--- src/hw/rtl/cfd_pkg.sv ---
// ----------------------------------------------------------------------------
// Candle flicker dimmer package
// Shared types, constants and register indexes of the flicker dimmer.
// ----------------------------------------------------------------------------
package cfd_pkg;

  localparam int LEVEL_W    = 17;
  localparam int CFG_IDX_W  = 3;
  localparam int CFG_DATA_W = 16;
  localparam int QUOT_W     = 17;
  localparam int REM_W      = 16;

  localparam logic [LEVEL_W-1:0] LEVEL_ONE  = 17'd65536;
  localparam logic [LEVEL_W-1:0] LEVEL_LOW  = 17'd20480;
  localparam logic [15:0]        LEVEL_SPAN = 16'd45056;

  localparam logic [15:0] CYCLE_PERIOD_RESET = 16'd72;

  localparam logic [CFG_IDX_W-1:0] REG_BASE_RED     = 3'd0;
  localparam logic [CFG_IDX_W-1:0] REG_BASE_GREEN   = 3'd1;
  localparam logic [CFG_IDX_W-1:0] REG_BASE_BLUE    = 3'd2;
  localparam logic [CFG_IDX_W-1:0] REG_CYCLE_PERIOD = 3'd3;
  localparam logic [CFG_IDX_W-1:0] REG_RAMP_TIME    = 3'd4;

  localparam logic [4:0] DIV_LAST = 5'd16;

  typedef enum logic [2:0] {
    S_IDLE,
    S_EVAL,
    S_MUL,
    S_DIV,
    S_QUOT,
    S_SCALE,
    S_EMIT
  } state_t;

  typedef struct packed {
    logic load_in;
    logic eval;
    logic new_cycle;
    logic mul_ramp;
    logic div_step;
    logic level_from_target;
    logic level_from_q;
    logic scale_en;
    logic out_load;
    logic out_zero;
  } cmd_t;

  typedef struct packed {
    logic restart;
    logic ramp_done;
    logic div_last;
    logic out_free;
  } status_t;

endpackage

--- src/hw/rtl/cfd_in_if.sv ---
// ----------------------------------------------------------------------------
// Tick channel
// Carries the millisecond time and the two random draws of one tick.
// ----------------------------------------------------------------------------
interface cfd_in_if;
  logic        valid;
  logic        ready;
  logic [31:0] now_ms;
  logic        coin;
  logic [4:0]  level_pick;

  modport source (output valid, output now_ms, output coin, output level_pick, input ready);
  modport sink   (input valid, input now_ms, input coin, input level_pick, output ready);
endinterface

--- src/hw/rtl/cfd_out_if.sv ---
// ----------------------------------------------------------------------------
// Colour channel
// Carries one dimmed colour, or a write-free beat on a cycle restart.
// ----------------------------------------------------------------------------
interface cfd_out_if;
  logic       valid;
  logic       ready;
  logic       write_enable;
  logic [7:0] out_red;
  logic [7:0] out_green;
  logic [7:0] out_blue;

  modport source (output valid, output write_enable, output out_red, output out_green,
                  output out_blue, input ready);
  modport sink   (input valid, input write_enable, input out_red, input out_green,
                  input out_blue, output ready);
endinterface

--- src/hw/rtl/candle_flicker_dimmer.sv ---
// ----------------------------------------------------------------------------
// Candle flicker dimmer
// Picks random flicker targets per cycle, ramps the level towards them and
// scales the flame base colour by that level.
// ----------------------------------------------------------------------------
//  channel   direction  beat contents
//  tick      in         now_ms, coin, level_pick
//  color     out        write_enable, out_red, out_green, out_blue
//  cfg       in         cfg_write, cfg_index, cfg_data (no handshake)
//
// A tick is taken in the idle state; its beat enters the output register on
// a cycle restart, via the scale state when the ramp is finished or the ramp
// time is zero, and via the multiply, 17-step divider, quotient and scale
// states while ramping. The next tick is taken once that beat is in the output
// register, which may still wait on color.ready. Synchronous reset clears
// the configuration to its defaults and the levels and start time to zero.
module candle_flicker_dimmer #(
  parameter int LEVEL_STEPS = 24
) (
  input  logic                           clk,
  input  logic                           rst,
  input  logic                           cfg_write,
  input  logic [cfd_pkg::CFG_IDX_W-1:0]  cfg_index,
  input  logic [cfd_pkg::CFG_DATA_W-1:0] cfg_data,
  cfd_in_if.sink                         tick,
  cfd_out_if.source                      color
);
  import cfd_pkg::*;

  cmd_t    cmd;
  status_t status;

  cfd_ctrl u_ctrl (
    .clk        (clk),
    .rst        (rst),
    .tick_valid (tick.valid),
    .tick_ready (tick.ready),
    .status     (status),
    .cmd        (cmd)
  );

  cfd_datapath #(
    .LEVEL_STEPS (LEVEL_STEPS)
  ) u_datapath (
    .clk          (clk),
    .rst          (rst),
    .cfg_write    (cfg_write),
    .cfg_index    (cfg_index),
    .cfg_data     (cfg_data),
    .now_ms       (tick.now_ms),
    .coin         (tick.coin),
    .level_pick   (tick.level_pick),
    .out_ready    (color.ready),
    .out_valid    (color.valid),
    .write_enable (color.write_enable),
    .out_red      (color.out_red),
    .out_green    (color.out_green),
    .out_blue     (color.out_blue),
    .cmd          (cmd),
    .status       (status)
  );

endmodule

--- src/hw/rtl/cfd_datapath.sv ---
// ----------------------------------------------------------------------------
// Flicker dimmer datapath
// Configuration, level state, ramp multiplier, radix-2 divider, colour
// scaling and the output register.
// ----------------------------------------------------------------------------
module cfd_datapath #(
  parameter int LEVEL_STEPS = 24
) (
  input  logic                            clk,
  input  logic                            rst,
  input  logic                            cfg_write,
  input  logic [cfd_pkg::CFG_IDX_W-1:0]   cfg_index,
  input  logic [cfd_pkg::CFG_DATA_W-1:0]  cfg_data,
  input  logic [31:0]                     now_ms,
  input  logic                            coin,
  input  logic [4:0]                      level_pick,
  input  logic                            out_ready,
  output logic                            out_valid,
  output logic                            write_enable,
  output logic [7:0]                      out_red,
  output logic [7:0]                      out_green,
  output logic [7:0]                      out_blue,
  input  cfd_pkg::cmd_t                   cmd,
  output cfd_pkg::status_t                status
);
  import cfd_pkg::*;

  localparam logic [8:0]  STEP_MAX     = 9'(LEVEL_STEPS - 1);

  logic [7:0]         base_red;
  logic [7:0]         base_green;
  logic [7:0]         base_blue;
  logic [15:0]        cycle_period;
  logic [15:0]        ramp_time;

  logic [31:0]        now_r;
  logic               coin_r;
  logic [4:0]         pick_r;
  logic [4:0]         pick_sat;
  logic [LEVEL_W-1:0] step_level [32];

  logic [31:0]        cycle_start;
  logic [LEVEL_W-1:0] previous_level;
  logic [LEVEL_W-1:0] target_level;
  logic [LEVEL_W-1:0] level;
  logic [LEVEL_W-1:0] delta;
  logic               down;
  logic [15:0]        elapsed_r;
  logic [31:0]        elapsed;

  logic [REM_W-1:0]   rem;
  logic [QUOT_W-1:0]  quot;
  logic [15:0]        divisor;
  logic [4:0]         div_cnt;
  logic [32:0]        product;
  logic [16:0]        trial;
  logic               trial_ge;

  logic [24:0]        level_x255;
  logic [7:0]         scale;
  logic [8:0]         scale_inc;
  logic [16:0]        prod_red;
  logic [16:0]        prod_green;
  logic [16:0]        prod_blue;

  always_ff @(posedge clk) begin
    if (rst) begin
      base_red     <= '0;
      base_green   <= '0;
      base_blue    <= '0;
      cycle_period <= CYCLE_PERIOD_RESET;
      ramp_time    <= '0;
    end else if (cfg_write) begin
      unique case (cfg_index)
        REG_BASE_RED:     base_red     <= cfg_data[7:0];
        REG_BASE_GREEN:   base_green   <= cfg_data[7:0];
        REG_BASE_BLUE:    base_blue    <= cfg_data[7:0];
        REG_CYCLE_PERIOD: cycle_period <= cfg_data;
        REG_RAMP_TIME:    ramp_time    <= cfg_data;
        default: ;
      endcase
    end
  end

  assign pick_sat = ({4'b0, level_pick} > STEP_MAX) ? STEP_MAX[4:0] : level_pick;

  // Dimmed target levels are fixed by the step count, so they form a table.
  for (genvar k = 0; k < 32; k++) begin : g_step_level
    assign step_level[k] = LEVEL_W'(int'(LEVEL_LOW) + (k * int'(LEVEL_SPAN)) / LEVEL_STEPS);
  end

  always_ff @(posedge clk) begin
    if (cmd.load_in) begin
      now_r  <= now_ms;
      coin_r <= coin;
      pick_r <= pick_sat;
    end
  end

  assign elapsed = now_r - cycle_start;

  always_ff @(posedge clk) begin
    if (cmd.eval) begin
      elapsed_r <= elapsed[15:0];
      down      <= target_level < previous_level;
      delta     <= (target_level < previous_level) ? previous_level - target_level
                                                   : target_level - previous_level;
    end
  end

  always_ff @(posedge clk) begin
    if (rst) begin
      cycle_start    <= '0;
      previous_level <= '0;
      target_level   <= '0;
    end else if (cmd.new_cycle) begin
      cycle_start    <= now_r;
      previous_level <= target_level;
      target_level   <= coin_r ? step_level[pick_r] : LEVEL_ONE;
    end
  end

  // The quotient never needs more than seventeen bits, so the top sixteen
  // dividend bits are already the partial remainder before the first step.
  assign product = 33'(delta * elapsed_r);

  assign trial    = {rem, quot[QUOT_W-1]};
  assign trial_ge = trial >= {1'b0, divisor};

  always_ff @(posedge clk) begin
    if (cmd.mul_ramp) begin
      rem     <= product[32:17];
      quot    <= product[16:0];
      divisor <= ramp_time;
      div_cnt <= '0;
    end else if (cmd.div_step) begin
      rem     <= trial_ge ? 16'(trial - {1'b0, divisor}) : trial[15:0];
      quot    <= {quot[QUOT_W-2:0], trial_ge};
      div_cnt <= div_cnt + 5'd1;
    end
  end

  always_ff @(posedge clk) begin
    if (cmd.level_from_target) begin
      level <= target_level;
    end else if (cmd.level_from_q) begin
      level <= down ? previous_level - quot : previous_level + quot;
    end
  end

  assign level_x255 = {level, 8'b0} - {8'b0, level};

  always_ff @(posedge clk) begin
    if (cmd.scale_en) begin
      scale <= level_x255[23:16];
    end
  end

  assign scale_inc  = {1'b0, scale} + 9'd1;
  assign prod_red   = base_red * scale_inc;
  assign prod_green = base_green * scale_inc;
  assign prod_blue  = base_blue * scale_inc;

  always_ff @(posedge clk) begin
    if (rst) begin
      out_valid <= 1'b0;
    end else if (cmd.out_load) begin
      out_valid <= 1'b1;
    end else if (out_ready) begin
      out_valid <= 1'b0;
    end
  end

  always_ff @(posedge clk) begin
    if (cmd.out_load) begin
      write_enable <= !cmd.out_zero;
      out_red      <= cmd.out_zero ? 8'd0 : prod_red[15:8];
      out_green    <= cmd.out_zero ? 8'd0 : prod_green[15:8];
      out_blue     <= cmd.out_zero ? 8'd0 : prod_blue[15:8];
    end
  end

  always_comb begin
    status.restart   = elapsed > {16'b0, cycle_period};
    status.ramp_done = (ramp_time == 16'd0) || (elapsed >= {16'b0, ramp_time});
    status.div_last  = div_cnt == DIV_LAST;
    status.out_free  = !out_valid || out_ready;
  end

  assert property (@(posedge clk) disable iff (rst) target_level <= LEVEL_ONE)
    else $error("Target level is above full brightness.");
  assert property (@(posedge clk) disable iff (rst)
                   cmd.div_step |-> div_cnt <= DIV_LAST)
    else $error("Divider stepped past its last quotient bit.");
  assert property (@(posedge clk) disable iff (rst)
                   $past(cmd.level_from_q) |-> level <= LEVEL_ONE)
    else $error("Ramped level is above full brightness.");

endmodule

--- src/hw/rtl/cfd_ctrl.sv ---
// ----------------------------------------------------------------------------
// Flicker dimmer controller
// Sequences evaluation, multiply, division, scaling and output of one tick.
// ----------------------------------------------------------------------------
module cfd_ctrl (
  input  logic             clk,
  input  logic             rst,
  input  logic             tick_valid,
  output logic             tick_ready,
  input  cfd_pkg::status_t status,
  output cfd_pkg::cmd_t    cmd
);
  import cfd_pkg::*;

  state_t state;
  state_t state_next;
  logic   restart_mode;
  logic   restart_mode_next;

  always_ff @(posedge clk) begin
    if (rst) begin
      state        <= S_IDLE;
      restart_mode <= 1'b0;
    end else begin
      state        <= state_next;
      restart_mode <= restart_mode_next;
    end
  end

  always_comb begin
    state_next        = state;
    restart_mode_next = restart_mode;
    cmd               = '0;
    tick_ready        = 1'b0;
    unique case (state)
      S_IDLE: begin
        tick_ready = 1'b1;
        if (tick_valid) begin
          cmd.load_in = 1'b1;
          state_next  = S_EVAL;
        end
      end
      S_EVAL: begin
        cmd.eval          = 1'b1;
        restart_mode_next = status.restart;
        if (status.restart) begin
          cmd.new_cycle = 1'b1;
          state_next    = S_EMIT;
        end else if (status.ramp_done) begin
          cmd.level_from_target = 1'b1;
          state_next            = S_SCALE;
        end else begin
          state_next = S_MUL;
        end
      end
      S_MUL: begin
        cmd.mul_ramp = 1'b1;
        state_next   = S_DIV;
      end
      S_DIV: begin
        cmd.div_step = 1'b1;
        if (status.div_last) begin
          state_next = S_QUOT;
        end
      end
      S_QUOT: begin
        cmd.level_from_q = 1'b1;
        state_next       = S_SCALE;
      end
      S_SCALE: begin
        cmd.scale_en = 1'b1;
        state_next   = S_EMIT;
      end
      S_EMIT: begin
        cmd.out_zero = restart_mode;
        if (status.out_free) begin
          cmd.out_load = 1'b1;
          state_next   = S_IDLE;
        end
      end
      default: state_next = S_IDLE;
    endcase
  end

  assert property (@(posedge clk) disable iff (rst)
                   state == S_EMIT && !status.out_free |=> state == S_EMIT)
    else $error("Result left before the output register was free.");
  assert property (@(posedge clk) disable iff (rst) cmd.out_load |-> status.out_free)
    else $error("Output register overwritten while a beat is pending.");
  assert property (@(posedge clk) disable iff (rst)
                   state == S_DIV && status.div_last |=> state == S_QUOT)
    else $error("Divider finish did not hand over to the quotient step.");

endmodule

--- src/flat_wrapper.sv ---
// flat-port wrapper written by rule: the top's interface ports become plain ports
module candle_flicker_dimmer_flat import cfd_pkg::*;
#(
  parameter int LEVEL_STEPS = 24
)
  (clk, rst, cfg_write, cfg_index, cfg_data, tick_valid, tick_now_ms, tick_coin, tick_level_pick, tick_ready, color_valid, color_write_enable, color_out_red, color_out_green, color_out_blue, color_ready);
  cfd_in_if tick_i ();
  cfd_out_if color_i ();
  input  logic clk;
  input  logic rst;
  input  logic cfg_write;
  input  logic [cfd_pkg::CFG_IDX_W-1:0] cfg_index;
  input  logic [cfd_pkg::CFG_DATA_W-1:0] cfg_data;
  input wire logic [$bits(tick_i.valid)-1:0] tick_valid;
  input wire logic [$bits(tick_i.now_ms)-1:0] tick_now_ms;
  input wire logic [$bits(tick_i.coin)-1:0] tick_coin;
  input wire logic [$bits(tick_i.level_pick)-1:0] tick_level_pick;
  output wire logic [$bits(tick_i.ready)-1:0] tick_ready;
  output wire logic [$bits(color_i.valid)-1:0] color_valid;
  output wire logic [$bits(color_i.write_enable)-1:0] color_write_enable;
  output wire logic [$bits(color_i.out_red)-1:0] color_out_red;
  output wire logic [$bits(color_i.out_green)-1:0] color_out_green;
  output wire logic [$bits(color_i.out_blue)-1:0] color_out_blue;
  input wire logic [$bits(color_i.ready)-1:0] color_ready;
  assign tick_i.valid = tick_valid;
  assign tick_i.now_ms = tick_now_ms;
  assign tick_i.coin = tick_coin;
  assign tick_i.level_pick = tick_level_pick;
  assign tick_ready = tick_i.ready;
  assign color_valid = color_i.valid;
  assign color_write_enable = color_i.write_enable;
  assign color_out_red = color_i.out_red;
  assign color_out_green = color_i.out_green;
  assign color_out_blue = color_i.out_blue;
  assign color_i.ready = color_ready;
  candle_flicker_dimmer #(.LEVEL_STEPS(LEVEL_STEPS)) u_core (.clk(clk), .rst(rst), .cfg_write(cfg_write), .cfg_index(cfg_index), .cfg_data(cfg_data), .tick(tick_i), .color(color_i));
endmodule
--- config.mk ---
export PLATFORM = sky130hd
export DESIGN_NAME = candle_flicker_dimmer_flat
export DESIGN_NICKNAME = d
export VERILOG_FILES = /design/src/hw/rtl/cfd_pkg.sv /design/src/hw/rtl/cfd_in_if.sv /design/src/hw/rtl/cfd_out_if.sv /design/src/hw/rtl/candle_flicker_dimmer.sv /design/src/hw/rtl/cfd_datapath.sv /design/src/hw/rtl/cfd_ctrl.sv /design/src/flat_wrapper.sv
export SDC_FILE = /design/constraint.sdc
export NUM_CORES = 2
export LEC_CHECK = 0
export ABC_AREA = 1
export BUFFER_PORTS_ARGS = -buffer_cell sky130_fd_sc_hd__buf_2
export CORE_MARGIN = 2
export CORE_UTILIZATION = 50
export CTS_BUF_LIST = sky130_fd_sc_hd__clkbuf_4 sky130_fd_sc_hd__clkbuf_8 sky130_fd_sc_hd__clkbuf_16
export CTS_CLUSTER_DIAMETER = 50
export CTS_CLUSTER_SIZE = 10
export DETAILED_ROUTE_END_ITERATION = 12
export PLACE_DENSITY = 0.68
export RECOVER_POWER = 100
export SKIP_LAST_GASP = 1
export SLEW_MARGIN = 20
export SYNTH_ARGS = -nofsm -noshare
export SYNTH_HDL_FRONTEND = slang
export SYNTH_SLANG_ARGS = --single-unit
--- constraint.sdc ---
create_clock -name clk -period 7.7 [get_ports clk]
set_input_delay 0.77 -clock clk [delete_from_list [all_inputs] [get_ports clk]]
set_output_delay 0.77 -clock clk [all_outputs]
set_load 0.005 [all_outputs]
# Word level (Yosys, flattened, before mapping)
# Memories as Yosys holds them, arrays and structs flattened.
# Index checks and enable logic that the tools add are counted.
totals:
  ff_bits: 303
  romBits: 544
  inputBits: 62
  output_inout_bits: 27
  elab_cells: 112
  memories: 1
op_classes:
  add_sub_neg: 9
  n_mul: 4
  magnitude_cmp: 6
  eq_ne: 14
  mux: 34
  n_bitwise: 1
  n_reduce_logical: 16
mem_list:
  columns: ["name", "words", "width", "rd", "rd_clocked_by_memory_dff", "wr", "line", "source"]
  rows:
  - ["(no name shown)", 32, 17, 1, 0, 0, "cfd_datapath.sv:119", "target_level <= coin_r ? step_level[pick_r] : LEVEL_ONE;"]
op_table:
  columns: ["op", "count"]
  rows:
  - ["two-way mux 17 bit", 9]
  - ["subtractor 17 bit", 3]
  - ["multiplier 8 x 9 -> 16 bit", 3]
  - ["two-way mux 16 bit", 3]
  - ["multiplier 17 x 16 -> 33 bit", 1]
  - [">= comparator 32 x 16 -> 1 bit", 1]
  - ["> comparator 32 x 16 -> 1 bit", 1]
  - ["subtractor 32 bit", 1]
  - ["subtractor 24 x 17 -> 24 bit", 1]
  - ["one-hot mux 3 bit (7 select lines)", 1]
  - ["adder 17 bit", 1]
  - [">= comparator 17 x 16 -> 1 bit", 1]
  - ["< comparator 17 bit", 1]
  - ["logical NOT 16 bit", 1]
  - ["subtractor 16 bit", 1]
  - ["two-way mux 3 bit", 5]
  - ["two-way mux 1 bit", 14]
  - ["== test 3 x 2 -> 1 bit, second input constant", 4]
  - ["== test 3 bit, second input constant", 4]
  - ["AND reduction 2 bit", 5]
  - ["adder 8 x 1 -> 9 bit, second input constant", 1]
  - ["== test 3 x 1 -> 1 bit, second input constant", 2]
  - [">= comparator 6 bit, second input constant", 1]
  - ["logical NOT 3 bit", 2]
  - ["other kinds (11)", 17]

# Longest topological paths before layout
depth:
  word_depth: 7
  depth_mapped: 29
  depth_no_buf: 27

# Hierarchy
# A second synthesis with hierarchy kept.
hier_totals:
  hier_cells: 4338
  hier_area_um2: 33263.2
by_module_without_submodules:
  columns: ["mod", "instances", "cells_each", "area_each_um2", "seq_area_each_um2"]
  rows:
  - ["cfd_datapath", 1, 4282, 32947.8, 7417.1]
  - ["cfd_ctrl", 1, 56, 315.3, 80.1]

# Worst setup path after synthesis
# OpenSTA, ideal clock, no wires.
synth_timing:
  path_kind: "reg-to-reg"
  startpoint: "register u_core.u_datapath.elapsed_r[12]"
  endpoint: "register u_core.u_datapath.rem[13] (data pin)"
  setup_ps: 258
  arrival_ps: 5581
  required_time_ps: 7442
  path_slack_ps: 1861
  stages_incl_launch_ff: 24
  path_buffers: 2
  period_less_slack_ps: 5839
  cell_sequence: "edfxtp_1 -> clkbuf_1 -> clkbuf_1 -> nand2_1 -> fa_1 -> inv_1 -> fa_1 -> fa_1 -> fa_1 -> fa_1 -> inv_1 -> fa_1 -> inv_1 -> ha_1 -> nand2_1 -> nor4_1 -> nand3_1 -> nand3_1 -> a21o_1 -> nand3_1 -> nand2_1 -> a21oi_1 -> o21ai_0 -> nand2_1"
synth_between:
  elab_chain_len: 2
synth_rtl:
  columns: ["item", "line", "source"]
  rows:
  - ["start: declaration", "cfd_datapath.sv:48", "logic [15:0] elapsed_r;"]
  - ["start signal: assignment", "cfd_datapath.sv:104", "elapsed_r <= elapsed[15:0];"]
  - ["multiplier 17 x 16 -> 33 bit", "cfd_datapath.sv:125", "assign product = 33'(delta * elapsed_r);"]
  - ["two-way mux 16 bit", "cfd_datapath.sv:131", "if (cmd.mul_ramp) begin"]
  - ["end signal: assignment", "cfd_datapath.sv:132", "rem <= product[32:17];"]
  - ["end signal: assignment", "cfd_datapath.sv:137", "rem <= trial_ge ? 16'(trial - {1'b0, divisor}) : trial[15:0];"]
  - ["end: declaration", "cfd_datapath.sv:51", "logic [REM_W-1:0] rem;"]
# Every way passes these cells.
# A chain may end at the register's enable or synchronous reset.

# Worst setup path in the final report
layout_timing:
  startpoint: "register u_core.u_datapath.scale[0]"
  endpoint: "register u_core.u_datapath.out_red[6] (data pin)"
layout_between:
  elab_chain_len: 2
layout_rtl:
  columns: ["item", "line", "source"]
  rows:
  - ["start: declaration", "cfd_datapath.sv:60", "logic [7:0] scale;"]
  - ["start signal: assignment", "cfd_datapath.sv:155", "scale <= level_x255[23:16];"]
  - ["adder 8 x 1 -> 9 bit", "cfd_datapath.sv:159", "assign scale_inc = {1'b0, scale} + 9'd1;"]
  - ["multiplier 8 x 9 -> 16 bit", "cfd_datapath.sv:160", "assign prod_red = base_red * scale_inc;"]
  - ["end signal: assignment", "cfd_datapath.sv:177", "out_red <= cmd.out_zero ? 8'd0 : prod_red[15:8];"]
  - ["end: declaration", "cfd_datapath.sv:20", "output logic [7:0] out_red,"]
# Every way passes these cells.

==> impl_metrics.tcl <==
set metrics [dict create \
    status "finished with violations" \
    violations "max-capacitance violations, max-slew violations" \
    ys_warn_count 0 \
    portBuffers 88 \
    synth_seq_cells 289 \
    placementRows 93 \
    clock-sinks 289 \
    fin_ws_ns 1.028 \
    grt_pass1_wl_mm 136.2 \
    hold_viol 0 \
    reg2reg_depth 28 \
    yosysUniqueCellTypes 55 \
    via_count 26545 \
    ctsResizeCount 0 \
    r2r_slack_ns 1.03 \
    ys.flop_type "edfxtp_1" \
    antenna_found_initial 0 \
    worst_hold_path_type "input port to flop" \
    io-pin-count 89 \
    htreeDepth 2 \
    grt_usage 0.2536 \
    detailedRoute.firstIterationViolations 1753 \
    synth-edff-count 171 \
    dr.pass1.iters 6 \
    die_w_um 259.4 \
    placedCellCount 5015 \
    area_growth_pct 8.222 \
    critical_path_class "flop to flop" \
    end_kind "flop" \
    seq_area_frac_synth 0.2299 \
    crit_top_cell "inv_1" \
    via_per_inst 5.201 \
    report.final.slew_viol_count 316 \
    design.core.area_um2 64460 \
    slowest_delay_ns 0.90 \
    period_needed_ns 6.672 \
    drive_gt1_frac 0.05578 \
    die_y_um 259.4 \
    max_slew_margin -1.221 \
    r2r_end "u_core.u_datapath.out_red[6]" \
    synthesis.instances 4181 \
    wire_per_inst_um 16.26 \
    dieArea_um2 67280 \
    grt_max_degree 88 \
    hpwl_mm 65.63 \
    ant_nets 0 \
    grt-ovfl-total 0 \
    setup_viol 0 \
    insertedDiodeCount 0 \
    ctsHoldBuffers 0 \
    hold_path_startpoint "tick_now_ms[4]" \
    wirelength_mm 82.99 \
    async_reset_ff_frac 0 \
    post_cts_buffers 0 \
    hold_path_end "u_core.u_datapath.now_r[4]" \
    totalNegativeSetupSlack_ns 0 \
    cts_tree "done" \
    route.detailed.drc 0 \
    finalNonFillerCells 5104 \
    r2r_start "u_core.u_datapath.scale[0]" \
    cts_made_buffers 48 \
    finalCritPeriodShare 0.8665 \
    netlist_area_um2 32610 \
    clock.fmax_mhz 149.9 \
    synth_top_area_frac 0.2044 \
    rsz0062_at_grt "false" \
    critPathSlowestCell "edfxtp_1" \
    clk_latency_ns 0.59 \
    synth_area_leaders "fa_1 20%, edfxtp_1 16%, ha_1 13%, nand2_1 11%, inv_1 10%" \
    critPathLaunchType "flop" \
    worstPathRequired_ns 8.09 \
    initial_core_util 0.5059 \
    clk_path_buf_depth 3 \
    place_worst_setup_slack_ns 1.351 \
    cts.clk_slew.worst_paths_ns 0.06 \
    root_buffer "clkbuf_16" \
    first_global_vias 26769 \
    fin_nets 4939 \
    gp_congestion 0.9226 \
    worstPathMaxFanout 19 \
    whs_path_depth 1 \
    fin_skew_ns 0.02185 \
    synth_fp_nets 4910 \
    arrival_ns 7.06 \
    yosys.area.top_type "fa_1" \
    syn_area_per_cell_um2 7.800 \
    worst_pin_slew_ns 3.332 \
    max-cap-violations 7 \
]
-- Yosys cell counts (11+ instances only) --
cell and number:
a21o_1 17, a21oi_1 251, a21oi_2 40, clkbuf_1 113
dfxtp_1 118, edfxtp_1 171, fa_1 333, ha_1 334
inv_1 910, nand2_1 951, nand3_1 83, nand4_1 15
nor2_1 300, nor2_2 11, nor3_1 32, o21ai_0 198
o21ai_1 55, o21bai_1 12, xnor2_1 46, xor2_1 61
-- registers in the layout, indices dropped and copies added (netlist names), 16 cells and up --
| name | cells |
|---|---|
| u_core.u_datapath.cycle_start | 32 |
| u_core.u_datapath.now_r | 32 |
| u_core.u_datapath.delta | 17 |
| u_core.u_datapath.level | 17 |
| u_core.u_datapath.quot | 17 |
| u_core.u_datapath.cycle_period | 16 |
| u_core.u_datapath.divisor | 16 |
| u_core.u_datapath.elapsed_r | 16 |
| u_core.u_datapath.ramp_time | 16 |
| u_core.u_datapath.rem | 16 |
-- placed cells by master, fill, tap and decap left out, types with 15 or more instances in the layout --
cell	n
buf_2	66
clkbuf_1	30
nor2_1	299
xnor2_1	46
a21oi_1	251
buf_4	15
a21oi_2	40
ha_1	334
nand3_1	85
nand4_1	15
xor2_1	61
clkbuf_16	51
dfxtp_1	118
nand2_1	959
inv_1	910
edfxtp_1	171
fa_1	333
nor3_1	32
o21ai_0	250
a21o_1	17
-- critical path, delay by kind of cell (launching register included) --
kind | cells | cell delay, ns
simple gates | 8 | 0.72
buf+inv | 8 | 1.27
flops | 1 | 0.90
compound gates | 6 | 1.03
fa+ha+maj | 6 | 2.57
-- layout make-up --
cell class / count / area [um2]
fillers: 6190 / 29170
multi-input cells: 2843 / 21060
flip-flops and latches: 289 / 7497
inverters: 917 / 3443
clock buffers: 65 / 1413
well taps: 855 / 1070
repair buffers: 111 / 555.5
clock inverters: 24 / 254.0
-- logic make-up (layout without fill, tap and decap cells) --
kind of cell | after synthesis | in the layout | synth area share
DFF | 289 | 289 | 0.2299
buffers and inverters | 1049 | 1117 | 0.1233
and+or+nand+nor | 1432 | 1432 | 0.1755
xor gates and xnor gates | 107 | 107 | 0.02874
AOI/OAI and AO/OA | 637 | 637 | 0.1100
adders and majority gates | 667 | 667 | 0.3326
-- metal layers --
| layer | up-vias | share of wire | track usage |
|---|---|---|---|
| li1 | 13044 | - | - |
| met2 | 778 | 0.46 | 0.4213 |
| met5 | - | 0 | 0 |
| met4 | 0 | 0.046 | 0.1063 |
| met3 | 195 | 0.063 | 0.03085 |
| met1 | 12528 | 0.43 | 0.3356 |
-- how the worst max path moves through the flow --
stage	startpoint	end	slack, ns	depth (start not counted)
after floorplan	u_core.u_datapath.elapsed_r[12]	u_core.u_datapath.rem[13]	1.86	23
after global placement	u_core.u_datapath.elapsed_r[6]	u_core.u_datapath.rem[5]	1.40	21
after detailed placement	u_core.u_datapath.elapsed_r[3]	u_core.u_datapath.rem[13]	1.35	21
after CTS	u_core.u_datapath.elapsed_r[3]	u_core.u_datapath.rem[13]	1.31	21
after global routing	u_core.u_datapath.scale[0]	u_core.u_datapath.out_red[6]	0.57	28
final	u_core.u_datapath.scale[0]	u_core.u_datapath.out_red[6]	1.03	28
-- metrics by stage --
step                      instance area, um2    util  hold WS [ns]
after floorplan                        32610       -        0.4305
after global routing                   35290  0.5475        0.3345
final                                  35290  0.5475        0.3499
after detailed placement               33750  0.5236        0.4499
after CTS                              35420  0.5494        0.3164
after global placement                 33750  0.5236        0.4474
Power is not shown: default switching activity piles up to over one toggle a cycle in this logic, so the estimate is an artifact.
